[config.mk]
export PLATFORM = sky130hd
export DESIGN_NAME = yaw_hold_pid_differential_drive_unit
export DESIGN_NICKNAME = d
export VERILOG_FILES = /design/src/rtl/yhpid_pkg.sv /design/src/rtl/yaw_hold_pid_differential_drive_unit.sv
export SDC_FILE = /design/constraint.sdc
export NUM_CORES = 2
export LEC_CHECK = 0
export ABC_AREA = 0
export BUFFER_PORTS_ARGS = -buffer_cell sky130_fd_sc_hd__buf_2
export CAP_MARGIN = 20
export CORE_ASPECT_RATIO = 2
export CORE_MARGIN = 2
export CORE_UTILIZATION = 45
export DETAILED_ROUTE_END_ITERATION = 10
export PLACE_DENSITY = 0.64
export SLEW_MARGIN = 20
export SYNTH_ARGS = -nofsm -noshare
export SYNTH_HDL_FRONTEND = slang
export SYNTH_SLANG_ARGS = --single-unit
[constraint.sdc]
create_clock -name clk -period 9.35 [get_ports clk]
set_input_delay 0 -clock clk [delete_from_list [all_inputs] [get_ports clk]]
set_output_delay 0 -clock clk [all_outputs]
set_load 0.1 [all_outputs]
[src/rtl/yhpid_pkg.sv]
package yhpid_pkg;

  localparam int ANGLE_WIDTH_DEF = 16;
  localparam int DRIVE_LIMIT_DEF = 1000;
  localparam int PWM_LIMIT_DEF   = 255;

  localparam int HEADING_W = 16;
  localparam int TD_W      = 20;
  localparam int CMD_W     = 9;
  localparam int GAIN_W    = 16;
  localparam int DB_W      = 14;
  localparam int DRV_OUT_W = 10;
  localparam int TURN_OUT_W = 9;
  localparam int REP_W     = 15;
  localparam int CFG_IDX_W = 2;

  localparam int IN_DATA_W  = 48;
  localparam int OUT_DATA_W = 48;

  localparam int DP_W   = 64;
  localparam int CNT_W  = 6;
  localparam int MPL_W  = 20;
  localparam int INTEG_W = 32;
  localparam int DERIV_W = 42;
  localparam int SUM_FRAC = 14;

  localparam int HALF_TURN   = 11520;
  localparam int FULL_TURN   = 23040;
  localparam int MILLI_DIV   = 1000;
  localparam int DERIV_SCALE = 1000000;
  localparam int DRIVE_SAT   = 510;
  localparam logic [DP_W-1:0] DERIV_CAP = 64'd1 << 40;

  localparam logic [GAIN_W-1:0] GAIN_PROP_RST  = 16'd614;
  localparam logic [GAIN_W-1:0] GAIN_INTEG_RST = 16'd128;
  localparam logic [GAIN_W-1:0] GAIN_DERIV_RST = 16'd90;
  localparam logic [DB_W-1:0]   DEAD_BAND_RST  = 14'd64;

  localparam logic [CMD_W-1:0]        CMD_NEG_FULL = 9'h100;
  localparam logic signed [CMD_W-1:0] CMD_NEG_SAT  = -9'sd255;

  localparam logic [CFG_IDX_W-1:0] CFG_GAIN_PROP  = 2'd0;
  localparam logic [CFG_IDX_W-1:0] CFG_GAIN_INTEG = 2'd1;
  localparam logic [CFG_IDX_W-1:0] CFG_GAIN_DERIV = 2'd2;
  localparam logic [CFG_IDX_W-1:0] CFG_DEAD_BAND  = 2'd3;

  typedef enum logic [4:0] {
    ST_IDLE,
    ST_ERR,
    ST_INT_MUL,
    ST_INT_DIV,
    ST_INT_ACC,
    ST_DER_MUL,
    ST_DER_DIV,
    ST_DER_SAT,
    ST_KI_MUL,
    ST_KI_DIV,
    ST_KI_ACC,
    ST_KP_MUL,
    ST_KP_ACC,
    ST_KD_MUL,
    ST_KD_ACC,
    ST_CLAMP,
    ST_SCL_MUL,
    ST_SCL_DIV,
    ST_FIN
  } yhpid_state_t;

endpackage

[src/rtl/yaw_hold_pid_differential_drive_unit.sv]
// Yaw-hold PID turn controller. A mode-1 transaction stores the base sideward
// command and a first heading sample latches the target; both produce no
// result. Every later heading sample occupies the block from acceptance until
// the next input can be taken: a shift-and-add multiplier retires one
// multiplier bit per cycle (six products), a restoring divider retires one
// quotient bit per cycle (four quotients), and eight steps form the error,
// the accumulations, the derivative cap, the clamp and the result. The result
// waits in an output register, so the next sample may be accepted while it is
// still pending; the final step only stalls if the previous result has not
// yet been taken.
module yaw_hold_pid_differential_drive_unit
  import yhpid_pkg::*;
#(
  parameter int ANGLE_WIDTH = ANGLE_WIDTH_DEF,
  parameter int DRIVE_LIMIT = DRIVE_LIMIT_DEF,
  parameter int PWM_LIMIT   = PWM_LIMIT_DEF
) (
  input  logic                  clk,
  input  logic                  rst_n,
  input  logic                  in_tvalid,
  output logic                  in_tready,
  // heading [15:0], time_delta [35:16], sideward_command [44:36], zero fill
  input  logic [IN_DATA_W-1:0]  in_tdata,
  // mode [0]
  input  logic                  in_tuser,
  output logic                  out_tvalid,
  input  logic                  out_tready,
  // front_drive [9:0], back_drive [19:10], turn_drive [28:20],
  // heading_error [43:29], zero fill
  output logic [OUT_DATA_W-1:0] out_tdata,
  input  logic                  cfg_valid,
  output logic                  cfg_ready,
  input  logic [CFG_IDX_W-1:0]  cfg_index,
  input  logic [GAIN_W-1:0]     cfg_data
);

  localparam int ERR_W  = (ANGLE_WIDTH + 2 > 17) ? ANGLE_WIDTH + 2 : 17;
  localparam int DIFF_W = ANGLE_WIDTH + 1;
  localparam int LIM    = DRIVE_LIMIT << SUM_FRAC;
  localparam int LIM_W  = $clog2(LIM + 1);
  localparam int DEN_W  = (LIM_W > TD_W) ? LIM_W : TD_W;
  localparam int TURN_W = $clog2(PWM_LIMIT + 1) + 1;
  localparam int DRV_W  = ((TURN_W > DRV_OUT_W) ? TURN_W : DRV_OUT_W) + 1;

  localparam logic signed [ERR_W-1:0] HALF_E = ERR_W'(HALF_TURN);
  localparam logic signed [ERR_W-1:0] FULL_E = ERR_W'(FULL_TURN);
  localparam logic signed [DP_W-1:0]  INT_MAX = 64'sh0000_0000_7FFF_FFFF;
  localparam logic signed [DP_W-1:0]  INT_MIN = -64'sh0000_0000_8000_0000;
  localparam logic signed [DRV_W-1:0] DRV_SAT_E = DRV_W'(DRIVE_SAT);

  yhpid_state_t state_r, state_nxt;

  logic [GAIN_W-1:0]             gain_prop_r, gain_integ_r, gain_deriv_r;
  logic [DB_W-1:0]               dead_band_r;
  logic signed [ANGLE_WIDTH-1:0] target_r, target_nxt;
  logic signed [ANGLE_WIDTH-1:0] prev_r, prev_nxt;
  logic                          latched_r, latched_nxt;
  logic signed [INTEG_W-1:0]     integ_r, integ_nxt;
  logic signed [CMD_W-1:0]       base_r, base_nxt;

  logic signed [ANGLE_WIDTH-1:0] head_r, head_nxt;
  logic [TD_W-1:0]               dt_r, dt_nxt;
  logic signed [ERR_W-1:0]       err_r, err_nxt;
  logic signed [DIFF_W-1:0]      diff_r, diff_nxt;
  logic signed [DERIV_W-1:0]     deriv_r, deriv_nxt;
  logic signed [DP_W-1:0]        sum_r, sum_nxt;

  logic [DP_W-1:0]  acc_r, acc_nxt;
  logic [DP_W-1:0]  mcand_r, mcand_nxt;
  logic [MPL_W-1:0] mplier_r, mplier_nxt;
  logic [DEN_W-1:0] rem_r, rem_nxt;
  logic [DEN_W-1:0] den_r, den_nxt;
  logic [CNT_W-1:0] cnt_r, cnt_nxt;

  logic                        out_valid_r, out_valid_nxt;
  logic [DRV_OUT_W-1:0]        out_front_r, out_front_nxt;
  logic [DRV_OUT_W-1:0]        out_back_r, out_back_nxt;
  logic [TURN_OUT_W-1:0]       out_turn_r, out_turn_nxt;
  logic [REP_W-1:0]            out_rep_r, out_rep_nxt;

  logic                  in_go, in_mul, in_div, mul_done, div_done, out_free;
  logic [DP_W-1:0]       mul_sum, div_quo;
  logic [DEN_W:0]        rem_sh;
  logic                  div_ge;

  logic [DP_W-1:0]               head_ext;
  logic signed [CMD_W-1:0]       cmd_in;
  logic [TD_W-1:0]               dt_in;
  logic signed [ERR_W-1:0]       tgt_x, tgt_w, tgt_e, head_e, err0, alt0;
  logic signed [ANGLE_WIDTH-1:0] tgt_new;
  logic [ERR_W-1:0]              err0_mag, alt0_mag, err_mag;
  logic                          err_neg, diff_neg, integ_neg, deriv_neg, sum_neg;
  logic [DIFF_W-1:0]             diff_mag;
  logic [INTEG_W:0]              integ_mag;
  logic [DERIV_W-1:0]            deriv_mag;
  logic [DP_W-1:0]               sum_mag, quo_cap;
  logic signed [DP_W-1:0]        quo_s, err_term, integ_sum;
  logic signed [TURN_W-1:0]      turn_s;
  logic signed [DRV_W-1:0]       turn_e, base_e, front_s, back_s;

  assign in_tready  = (state_r == ST_IDLE);
  assign cfg_ready  = 1'b1;
  assign out_tvalid = out_valid_r;
  assign out_tdata  = {4'b0, out_rep_r, out_turn_r, out_back_r, out_front_r};

  assign in_go    = in_tvalid && in_tready;
  assign out_free = !out_valid_r || out_tready;
  assign in_mul   = state_r inside {ST_INT_MUL, ST_DER_MUL, ST_KI_MUL, ST_KP_MUL,
                                    ST_KD_MUL, ST_SCL_MUL};
  assign in_div   = state_r inside {ST_INT_DIV, ST_DER_DIV, ST_KI_DIV, ST_SCL_DIV};
  assign mul_done = (cnt_r == CNT_W'(MPL_W - 1));
  assign div_done = (cnt_r == CNT_W'(DP_W - 1));

  assign mul_sum = acc_r + (mplier_r[0] ? mcand_r : '0);
  assign rem_sh  = {rem_r, acc_r[DP_W-1]};
  assign div_ge  = (rem_sh >= {1'b0, den_r});
  assign div_quo = {acc_r[DP_W-2:0], div_ge};

  assign head_ext = {{(DP_W-HEADING_W){in_tdata[HEADING_W-1]}}, in_tdata[HEADING_W-1:0]};
  assign cmd_in   = in_tdata[HEADING_W+TD_W +: CMD_W];
  assign dt_in    = in_tdata[HEADING_W +: TD_W];

  always_comb begin
    tgt_x = {{(ERR_W-ANGLE_WIDTH){target_r[ANGLE_WIDTH-1]}}, target_r};
    if (tgt_x >= HALF_E) begin
      tgt_w = tgt_x - FULL_E;
    end else if (tgt_x <= -HALF_E) begin
      tgt_w = tgt_x + FULL_E;
    end else begin
      tgt_w = tgt_x;
    end
    tgt_new  = tgt_w[ANGLE_WIDTH-1:0];
    tgt_e    = {{(ERR_W-ANGLE_WIDTH){tgt_new[ANGLE_WIDTH-1]}}, tgt_new};
    head_e   = {{(ERR_W-ANGLE_WIDTH){head_r[ANGLE_WIDTH-1]}}, head_r};
    err0     = tgt_e - head_e;
    alt0     = err0[ERR_W-1] ? err0 + FULL_E : err0 - FULL_E;
    err0_mag = err0[ERR_W-1] ? -err0 : err0;
    alt0_mag = alt0[ERR_W-1] ? -alt0 : alt0;

    err_neg   = err_r[ERR_W-1];
    err_mag   = err_neg ? -err_r : err_r;
    diff_neg  = diff_r[DIFF_W-1];
    diff_mag  = diff_neg ? -diff_r : diff_r;
    integ_neg = integ_r[INTEG_W-1];
    integ_mag = integ_neg ? -{integ_r[INTEG_W-1], integ_r} : {1'b0, integ_r};
    deriv_neg = deriv_r[DERIV_W-1];
    deriv_mag = deriv_neg ? -deriv_r : deriv_r;
    sum_neg   = sum_r[DP_W-1];
    sum_mag   = sum_neg ? -sum_r : sum_r;

    quo_s     = $signed(acc_r);
    quo_cap   = (acc_r > DERIV_CAP) ? DERIV_CAP : acc_r;
    err_term  = err_neg ? -quo_s : quo_s;
    integ_sum = {{(DP_W-INTEG_W){integ_r[INTEG_W-1]}}, integ_r} + err_term;

    turn_s = sum_neg ? -$signed(acc_r[TURN_W-1:0]) : $signed(acc_r[TURN_W-1:0]);
    if (err_mag < ERR_W'(dead_band_r)) begin
      turn_s = '0;
    end
    turn_e  = {{(DRV_W-TURN_W){turn_s[TURN_W-1]}}, turn_s};
    base_e  = {{(DRV_W-CMD_W){base_r[CMD_W-1]}}, base_r};
    front_s = base_e + turn_e;
    back_s  = base_e - turn_e;
    if (front_s > DRV_SAT_E) begin
      front_s = DRV_SAT_E;
    end else if (front_s < -DRV_SAT_E) begin
      front_s = -DRV_SAT_E;
    end
    if (back_s > DRV_SAT_E) begin
      back_s = DRV_SAT_E;
    end else if (back_s < -DRV_SAT_E) begin
      back_s = -DRV_SAT_E;
    end
  end

  always_comb begin
    state_nxt     = state_r;
    target_nxt    = target_r;
    prev_nxt      = prev_r;
    latched_nxt   = latched_r;
    integ_nxt     = integ_r;
    base_nxt      = base_r;
    head_nxt      = head_r;
    dt_nxt        = dt_r;
    err_nxt       = err_r;
    diff_nxt      = diff_r;
    deriv_nxt     = deriv_r;
    sum_nxt       = sum_r;
    acc_nxt       = acc_r;
    mcand_nxt     = mcand_r;
    mplier_nxt    = mplier_r;
    rem_nxt       = rem_r;
    den_nxt       = den_r;
    cnt_nxt       = cnt_r;
    out_valid_nxt = out_valid_r && !out_tready;
    out_front_nxt = out_front_r;
    out_back_nxt  = out_back_r;
    out_turn_nxt  = out_turn_r;
    out_rep_nxt   = out_rep_r;

    if (in_mul) begin
      acc_nxt    = mul_sum;
      mcand_nxt  = mcand_r << 1;
      mplier_nxt = mplier_r >> 1;
      cnt_nxt    = cnt_r + 1'b1;
    end
    if (in_div) begin
      acc_nxt = div_quo;
      rem_nxt = div_ge ? DEN_W'(rem_sh - {1'b0, den_r}) : rem_sh[DEN_W-1:0];
      cnt_nxt = cnt_r + 1'b1;
    end

    unique case (state_r)
      ST_IDLE: begin
        if (in_go) begin
          if (in_tuser) begin
            base_nxt = (cmd_in == CMD_NEG_FULL) ? CMD_NEG_SAT : cmd_in;
          end else if (!latched_r) begin
            target_nxt  = head_ext[ANGLE_WIDTH-1:0];
            prev_nxt    = head_ext[ANGLE_WIDTH-1:0];
            latched_nxt = 1'b1;
          end else begin
            head_nxt  = head_ext[ANGLE_WIDTH-1:0];
            dt_nxt    = (dt_in == '0) ? TD_W'(1) : dt_in;
            state_nxt = ST_ERR;
          end
        end
      end
      ST_ERR: begin
        target_nxt = tgt_new;
        err_nxt    = (alt0_mag < err0_mag) ? alt0 : err0;
        diff_nxt   = {head_r[ANGLE_WIDTH-1], head_r} - {prev_r[ANGLE_WIDTH-1], prev_r};
        prev_nxt   = head_r;
        acc_nxt    = '0;
        mcand_nxt  = DP_W'((alt0_mag < err0_mag) ? alt0_mag : err0_mag);
        mplier_nxt = dt_r;
        cnt_nxt    = '0;
        state_nxt  = ST_INT_MUL;
      end
      ST_INT_MUL: begin
        if (mul_done) begin
          rem_nxt   = '0;
          den_nxt   = DEN_W'(MILLI_DIV);
          cnt_nxt   = '0;
          state_nxt = ST_INT_DIV;
        end
      end
      ST_INT_DIV: begin
        if (div_done) begin
          state_nxt = ST_INT_ACC;
        end
      end
      ST_INT_ACC: begin
        if (integ_sum > INT_MAX) begin
          integ_nxt = INT_MAX[INTEG_W-1:0];
        end else if (integ_sum < INT_MIN) begin
          integ_nxt = INT_MIN[INTEG_W-1:0];
        end else begin
          integ_nxt = integ_sum[INTEG_W-1:0];
        end
        acc_nxt    = '0;
        mcand_nxt  = DP_W'(diff_mag);
        mplier_nxt = MPL_W'(DERIV_SCALE);
        cnt_nxt    = '0;
        state_nxt  = ST_DER_MUL;
      end
      ST_DER_MUL: begin
        if (mul_done) begin
          rem_nxt   = '0;
          den_nxt   = DEN_W'(dt_r);
          cnt_nxt   = '0;
          state_nxt = ST_DER_DIV;
        end
      end
      ST_DER_DIV: begin
        if (div_done) begin
          state_nxt = ST_DER_SAT;
        end
      end
      ST_DER_SAT: begin
        deriv_nxt  = diff_neg ? -$signed(quo_cap[DERIV_W-1:0])
                              : $signed(quo_cap[DERIV_W-1:0]);
        acc_nxt    = '0;
        mcand_nxt  = DP_W'(integ_mag);
        mplier_nxt = MPL_W'(gain_integ_r);
        cnt_nxt    = '0;
        state_nxt  = ST_KI_MUL;
      end
      ST_KI_MUL: begin
        if (mul_done) begin
          rem_nxt   = '0;
          den_nxt   = DEN_W'(MILLI_DIV);
          cnt_nxt   = '0;
          state_nxt = ST_KI_DIV;
        end
      end
      ST_KI_DIV: begin
        if (div_done) begin
          state_nxt = ST_KI_ACC;
        end
      end
      ST_KI_ACC: begin
        sum_nxt    = integ_neg ? -quo_s : quo_s;
        acc_nxt    = '0;
        mcand_nxt  = DP_W'(err_mag);
        mplier_nxt = MPL_W'(gain_prop_r);
        cnt_nxt    = '0;
        state_nxt  = ST_KP_MUL;
      end
      ST_KP_MUL: begin
        if (mul_done) begin
          state_nxt = ST_KP_ACC;
        end
      end
      ST_KP_ACC: begin
        sum_nxt    = sum_r + err_term;
        acc_nxt    = '0;
        mcand_nxt  = DP_W'(deriv_mag);
        mplier_nxt = MPL_W'(gain_deriv_r);
        cnt_nxt    = '0;
        state_nxt  = ST_KD_MUL;
      end
      ST_KD_MUL: begin
        if (mul_done) begin
          state_nxt = ST_KD_ACC;
        end
      end
      ST_KD_ACC: begin
        sum_nxt   = sum_r + (deriv_neg ? -quo_s : quo_s);
        state_nxt = ST_CLAMP;
      end
      ST_CLAMP: begin
        acc_nxt    = '0;
        mcand_nxt  = (sum_mag > DP_W'(LIM)) ? DP_W'(LIM) : sum_mag;
        mplier_nxt = MPL_W'(PWM_LIMIT);
        cnt_nxt    = '0;
        state_nxt  = ST_SCL_MUL;
      end
      ST_SCL_MUL: begin
        if (mul_done) begin
          rem_nxt   = '0;
          den_nxt   = DEN_W'(LIM);
          cnt_nxt   = '0;
          state_nxt = ST_SCL_DIV;
        end
      end
      ST_SCL_DIV: begin
        if (div_done) begin
          state_nxt = ST_FIN;
        end
      end
      ST_FIN: begin
        if (out_free) begin
          out_valid_nxt = 1'b1;
          out_front_nxt = front_s[DRV_OUT_W-1:0];
          out_back_nxt  = back_s[DRV_OUT_W-1:0];
          out_turn_nxt  = turn_e[TURN_OUT_W-1:0];
          if (err_r > HALF_E) begin
            out_rep_nxt = HALF_E[REP_W-1:0];
          end else if (err_r < -HALF_E) begin
            out_rep_nxt = -HALF_E[REP_W-1:0];
          end else begin
            out_rep_nxt = err_r[REP_W-1:0];
          end
          state_nxt = ST_IDLE;
        end
      end
      default: begin
        state_nxt = ST_IDLE;
      end
    endcase
  end

  always_ff @(posedge clk) begin
    if (!rst_n) begin
      state_r      <= ST_IDLE;
      target_r     <= '0;
      prev_r       <= '0;
      latched_r    <= 1'b0;
      integ_r      <= '0;
      base_r       <= '0;
      out_valid_r  <= 1'b0;
      gain_prop_r  <= GAIN_PROP_RST;
      gain_integ_r <= GAIN_INTEG_RST;
      gain_deriv_r <= GAIN_DERIV_RST;
      dead_band_r  <= DEAD_BAND_RST;
    end else begin
      state_r     <= state_nxt;
      target_r    <= target_nxt;
      prev_r      <= prev_nxt;
      latched_r   <= latched_nxt;
      integ_r     <= integ_nxt;
      base_r      <= base_nxt;
      out_valid_r <= out_valid_nxt;
      if (cfg_valid && cfg_ready) begin
        unique case (cfg_index)
          CFG_GAIN_PROP:  gain_prop_r  <= cfg_data;
          CFG_GAIN_INTEG: gain_integ_r <= cfg_data;
          CFG_GAIN_DERIV: gain_deriv_r <= cfg_data;
          CFG_DEAD_BAND:  dead_band_r  <= cfg_data[DB_W-1:0];
          default: begin
          end
        endcase
      end
    end
  end

  always_ff @(posedge clk) begin
    head_r      <= head_nxt;
    dt_r        <= dt_nxt;
    err_r       <= err_nxt;
    diff_r      <= diff_nxt;
    deriv_r     <= deriv_nxt;
    sum_r       <= sum_nxt;
    acc_r       <= acc_nxt;
    mcand_r     <= mcand_nxt;
    mplier_r    <= mplier_nxt;
    rem_r       <= rem_nxt;
    den_r       <= den_nxt;
    cnt_r       <= cnt_nxt;
    out_front_r <= out_front_nxt;
    out_back_r  <= out_back_nxt;
    out_turn_r  <= out_turn_nxt;
    out_rep_r   <= out_rep_nxt;
  end

endmodule

Yosys cells after proc, flatten, opt, wreduce, memory -nomap -nowiden
Cells that the tools add are included.

storage, ports and cells
  bits in read-only memories = 0
  register bits after elaboration = 565
  bits in writable memories = 0
  bits in latches = 0
  memories kept = 0

cells by class
  bitwise operators = 1
  shift operators = 0
  add/sub/neg operators = 24
  multiply operators = 0
  divide/modulo/power cells = 0
  reduce and logical (&&, ||, !) cells = 32
  equal/unequal tests = 40
  order comparisons = 15
  multiplexer cells = 68

operators with widths
  operator                                                                 number
  64-bit two-way mux                                                       9
  64-bit case mux with 6 select lines                                      1
  64-bit adder                                                             4
  64-bit case mux with 3 select lines                                      1
  24-bit two-way mux                                                       7
  64-bit negator                                                           2
  42-bit two-way mux                                                       3
  20-bit case mux with 6 select lines                                      1
  18-bit two-way mux                                                       6
  5-bit case mux with 19 select lines                                      1
  42-bit negator                                                           2
  16-bit two-way mux                                                       5
  24-bit case mux with 3 select lines                                      1
  5-bit two-way mux                                                        14
  64-bit by 24-bit > comparator with 1-bit output (second input constant)  1
  64-bit by 32-bit > comparator with 1-bit output (second input constant)  1
  64-bit by 41-bit > comparator with 1-bit output (second input constant)  1
  64-bit by 32-bit < comparator with 1-bit output (second input constant)  1
  32-bit two-way mux                                                       2
  16-bit case mux with 2 select lines                                      2
  5-bit by 4-bit == test with 1-bit output (second input constant)         8
  18-bit negator                                                           2
  16-bit by 16-bit subtractor with 17-bit output                           2
  33-bit two-way mux                                                       1
  other kinds (59)                                                         102

Logic depth before layout (Yosys ltp)
  depth in word-level cells = 11
  depth in mapped cells = 42
  depth with buffers taken out = 37

Worst setup path before layout
Ideal clock, no wire load.

  path kind = flip-flop to flip-flop
  from = register target_r[1]
  to = register mcand_r[14] (data pin)
  clock period less this slack = 7927 ps
  path slack = 1423 ps
  cell stages (with the launch flop) = 41
  buffers on the path = 5
  arrival = 7673 ps
  cells stage by stage = dfxtp_1 > nor4_1 > a21oi_1 > o31a_1 > o21ai_0 > nand2_1 > mux2i_1 > a21oi_1 > ha_1 > clkbuf_1 > nor2b_1 > o21ai_0 > o211ai_1 > a311o_1 > and2_1 > clkbuf_1 > clkinv_1 > clkbuf_1 > [... 5 more ...] > and2_1 > clkbuf_1 > mux2_2 > ha_1 > o21a_1 > o21a_1 > o21a_1 > o21a_1 > o21ai_0 > a21oi_1 > o31a_1 > o21ai_0 > a21oi_1 > clkbuf_1 > nand2_1 > o221ai_1 > o22a_1 > o21a_1

on the way
  cells in the longest elaborated chain, start to end = 11
  elaborated cells between the ends (all ways) = 17
  those cells by class = add/sub (7); order compare (3); mux (7)

ends and longest elaborated chain
  item                                                                                                                RTL line                                                                                  text
  start, declared                                                                                                     yaw_hold_pid_differential_drive_unit.sv:55                                                logic signed [ANGLE_WIDTH-1:0] target_r, target_nxt;
  start signal, assigned                                                                                              yaw_hold_pid_differential_drive_unit.sv:389                                               target_r <= target_nxt;
  16-bit adder / 16-bit by 15-bit <= comparator with 1-bit output (equally long branches)                             yaw_hold_pid_differential_drive_unit.sv:128, yaw_hold_pid_differential_drive_unit.sv:127
  16-bit two-way mux                                                                                                  yaw_hold_pid_differential_drive_unit.sv:127                                               end else if (tgt_x <= -HALF_E) begin
  16-bit two-way mux *                                                                                                yaw_hold_pid_differential_drive_unit.sv:125                                               if (tgt_x >= HALF_E) begin
  16-bit by 16-bit subtractor with 17-bit output *                                                                    yaw_hold_pid_differential_drive_unit.sv:135                                               err0 = tgt_e - head_e;
  17-bit by 16-bit subtractor with 18-bit output / 17-bit by 16-bit adder with 18-bit output (equally long branches)  yaw_hold_pid_differential_drive_unit.sv:136                                               alt0 = err0[ERR_W-1] ? err0 + FULL_E : err0 - FULL_E;
  18-bit two-way mux                                                                                                  yaw_hold_pid_differential_drive_unit.sv:136
  18-bit negator                                                                                                      yaw_hold_pid_differential_drive_unit.sv:138                                               alt0_mag = alt0[ERR_W-1] ? -alt0 : alt0;
  18-bit two-way mux                                                                                                  yaw_hold_pid_differential_drive_unit.sv:138
  18-bit < comparator                                                                                                 yaw_hold_pid_differential_drive_unit.sv:235                                               mcand_nxt = DP_W'((alt0_mag < err0_mag) ? alt0_mag : err0_mag);
  18-bit two-way mux *                                                                                                yaw_hold_pid_differential_drive_unit.sv:235
  64-bit case mux with 6 select lines *                                                                               yaw_hold_pid_differential_drive_unit.sv:213                                               unique case (state_r)
  net mcand_nxt[14]                                                                                                   yaw_hold_pid_differential_drive_unit.sv:69                                                logic [DP_W-1:0] mcand_r, mcand_nxt;
  end signal, assigned                                                                                                yaw_hold_pid_differential_drive_unit.sv:416                                               mcand_r <= mcand_nxt;
  end, declared                                                                                                       yaw_hold_pid_differential_drive_unit.sv:69

Mark *: on every way through the listed nets, which the timed path passes. The rest lies on a longest branch.
A chain may end at the register's enable or synchronous reset.

Worst setup path in the final report
  from = register acc_r[2]
  to = register integ_r[11]

on the way
  cells in the longest elaborated chain, start to end = 6
  elaborated cells between the ends (all ways) = 7
  those cells by class = add/sub (2); order compare (2); mux (3)

ends and longest elaborated chain
  item                                             RTL line                                     text
  start, declared                                  yaw_hold_pid_differential_drive_unit.sv:68   logic [DP_W-1:0] acc_r, acc_nxt;
  start signal, assigned                           yaw_hold_pid_differential_drive_unit.sv:415  acc_r <= acc_nxt;
  64-bit negator                                   yaw_hold_pid_differential_drive_unit.sv:153  err_term = err_neg ? -quo_s : quo_s;
  64-bit two-way mux *                             yaw_hold_pid_differential_drive_unit.sv:153
  64-bit adder *                                   yaw_hold_pid_differential_drive_unit.sv:154  integ_sum = {{(DP_W-INTEG_W){integ_r[INTEG_W-1]}}, integ_r} + err_term;
  64-bit by 32-bit < comparator with 1-bit output  yaw_hold_pid_differential_drive_unit.sv:256  end else if (integ_sum < INT_MIN) begin
  32-bit two-way mux                               yaw_hold_pid_differential_drive_unit.sv:256
  32-bit two-way mux *                             yaw_hold_pid_differential_drive_unit.sv:254  if (integ_sum > INT_MAX) begin
  end signal, assigned                             yaw_hold_pid_differential_drive_unit.sv:392  integ_r <= integ_nxt;
  end, declared                                    yaw_hold_pid_differential_drive_unit.sv:58   logic signed [INTEG_W-1:0] integ_r, integ_nxt;

Mark *: on every way between the ends. The rest lies on a longest branch, timed or not.

==> flow_summary.yaml <==
finish:
  seqCellArea_um2: 14500
  drive_gt1_share_pct: 7.14
  mostFrequentLayoutCell: "nand2_1"
  fin_nets: 6336
  synthToLayoutAreaGrowth_pct: 9.88
  mostFrequentLayoutCells: "862 x nand2_1, 416 x o21ai_0, 401 x xnor2_1"
  fillers: 10300
  stdcell_count: 7365
  final_util_pct: 49.7
  multiInputGateArea_um2: 31200
die:
  fp.dieW_um: 235
  start_util_pct: 45.2
  core_area_um2: 106000
  ioPinCount: 123
  num_rows: 169
  dieArea_um2: 109000
  die_h_um: 466
worst_setup_path:
  worstPathArrival_ps: 8890
  cpLargestDelayFamily: "simple AND/OR/NAND/NOR gates"
  worstPathMaxFanout: 31
  end_kind: "flip-flop"
  worstReg2RegStart: "acc_r[2]"
  worst_r2r_endpoint: "integ_r[11]"
  cp_cell_sequence: "nor4_4, nand2_1, or4_1, or3_1, or4b_2, or3_1, or3_1, nand2_1, xnor2_1, ha_1, a21oi_1, o21ai_0, or3_1, or2_2, a41oi_1, o31ai_1, a211o_1, nor4_1, nand4_1, and4b_1, a31o_2, o22ai_1"
  crit_required_ps: 9890
  r2r_cells: 22
  critPathCapture: "integ_r[11]"
  start_kind: "flip-flop"
  cp_num_cells: 22
  path_buf_inv: 0
  crit_start: "acc_r[2]"
  critical_path.max_stage_delay_ps: 730
  cp_slowest_cell: "or4b_2"
  crit_type: "reg2reg"
  crit_top_cell: "or3_1"
  reg2reg_slack_ps: 1000
sta:
  tightest_slew_ps: 1130
  setup_tns_ps: 0
  postLayoutSetupSlackWorst_ps: 1000
  finalMaxSlewViolations: 0
  fmax_mhz: 120
  finalCriticalPeriod_ps: 8350
  setup_violations: 0
  maxSlewHeadroom_pct: 23.8
  fin_crit_sh_pct: 89.3
  skew_ps: 70.0
  finalHoldViolations: 0
  rsz0062_at_grt: "false"
synthesis:
  synthesis.area_um2: 47900
  ys.flop_type: "edfxtp_1"
  avgSynthCellArea_um2: 8.04
  yosysTopAreaCellShare_pct: 20.4
  synth_edf_count: 326
  ys_seq_area_share_pct: 30.3
  ys_top_cells_by_area: "edfxtp_1 20%, dfxtp_1 9.9%, ha_1 8.1%, xnor2_1 7.3%, nand2_1 6.8%"
  synth_top_area_cell: "edfxtp_1"
  ys_warn_count: 0
  synthDistinctLibCells: 91
  synthArstFlopShare_pct: 0
  ys_ff_latch: 562
  synth_cells: 5962
route:
  via_count: 45600
  drt-total-wl_um: 180000
  ant_nets: 0
  wl_per_cell_um: 24.4
  drt_iter0_drc: 3206
  vias_per_cell: 6.20
  drc_errors: 0
  drtPass1Iterations: 7
cts:
  numCtsBuffers: 57
  h-tree-depth: 2
  cts_buffer_depth: 3
  clkSlewWorstSetupHoldPaths_ps: 70
  clock_latency_ps: 720
  cts_sinks: 562
  cts_tree: "done"
  root_buffer: "clkbuf_16"
placement:
  gp_congestion: 1.01
  port_buffers: 114
  dp_hpwl_um: 137000
  place_inst: 7160
  preCtsSetupSlack_ps: 1060
global_routing:
  grt_pass1_vias: 45100
  grt_use_total_pct: 31.8
  grt_max_degree: 83
  antenna_found_initial: 1
  grt_pass1_wl_um: 267000
  grt-ovfl-total: 0
power_and_ir_drop:
  seqPwrFrac_pct: 17.6
  leakage_nw: 20.8
  p_comb_share_pct: 70.8
  pwr-share-clk_pct: 11.5
  power.density_nw_per_um2: 435
  worst_ir_drop_vdd_v: 0.000454
  fin_total_pwr_w: 0.0229
  internal_power_w: 0.0110
  power_switching_share_pct: 52.1
  p_switching_w: 0.0119
min_path:
  worstHoldStart: "in_tdata[27]"
  hold_path_class: "in2reg"
status:
  outcome: "complete, no violations"
job:
  maxCapViolations: 0
==> routing by layer <==
metal	global-route usage (%)	vias up	routed length (µm)
li1	-	21500	-
met5	0	-	0
met3	3.44	720	7410
met1	28.0	21900	56200
met4	33.7	0	22400
met2	60.1	1608	94000
==> metrics by stage <==
step	area (µm²)	hold slack, ps
floorplan	47900	98.9
global placement	49600	192
detailed placement	49600	193
CTS	52600	3.21
global route	52700	14.7
finish	52700	21.4
==> repair_timing <==
item	CTS	global route
hold endpoints to repair	174	0
hold buffers	95	0
setup buffers	0	0
gates resized for setup	0	0
endpoints found under the setup margin	0	0
==> flip-flops by register name (all words and copies together) (netlist names), 18 cells and up <==
register and count:
den_r 21, integ_r 32, acc_r 64, deriv_r 42, mcand_r 64, sum_r 64
rem_r 24, err_r 18, dt_r 20, mplier_r 20
==> synthesized netlist by cell type (45+ instances only) <==
master	number
o21ai_0	417
or3_1	82
nand2_1	865
o22ai_1	66
nor4_1	48
o211ai_1	45
ha_1	310
nand2b_1	81
clkbuf_1	334
a22oi_1	83
and2_1	128
nand3_1	129
edfxtp_1	326
nor2b_1	70
a21o_1	144
xnor2_1	401
o31ai_1	50
a31oi_1	70
xor2_1	195
nor3_1	103
dfxtp_1	236
o21a_1	58
nand4_1	74
a21boi_0	78
inv_1	205
a21oi_1	369
nor2_1	358
==> how the worst min path moves through the flow <==
stage                             to  cells after the start
after global placement    head_r[14]                      1
final                       dt_r[11]                      2
after detailed placement   head_r[9]                      1
after floorplan            head_r[0]                      0
after global routing        dt_r[14]                      2
after CTS                   dt_r[14]                      2
==> power groups by stage <==
stage / clock network [W] / registers [W] / logic, W
floorplan: 0 / 0.00370 / 0.0114
global placement: 0 / 0.00407 / 0.0157
detailed placement: 0 / 0.00407 / 0.0158
CTS: 0.00267 / 0.00402 / 0.0160
global route: 0.00275 / 0.00407 / 0.0177
finish: 0.00264 / 0.00403 / 0.0162
==> layout make-up <==
class	instances	area share, %
flip-flops and latches	562	27.6
inverters	207	1.48
multi-input cells	4804	59.3
clock inverters	39	1.04
well taps	1368	3.25
diodes	2	0.00950
clock buffers	69	2.95
repair buffers	314	4.42
==> kinds of logic (layout without fill, tap and decap cells) <==
group | after synthesis | count (layout) | synth area share (%)
other | 2 | 9 | 0.0157
AO/OA/AOI/OAI | 1708 | 1708 | 23.2
XOR/XNOR | 596 | 596 | 10.9
AND/OR/NAND/NOR | 2127 | 2127 | 21.3
adder cells (fa/ha/maj) | 318 | 318 | 8.43
flip-flops | 562 | 562 | 30.3
multiplexers | 48 | 48 | 1.04
buffers and inverters | 601 | 629 | 4.85
(Power assumes the default switching activity.)
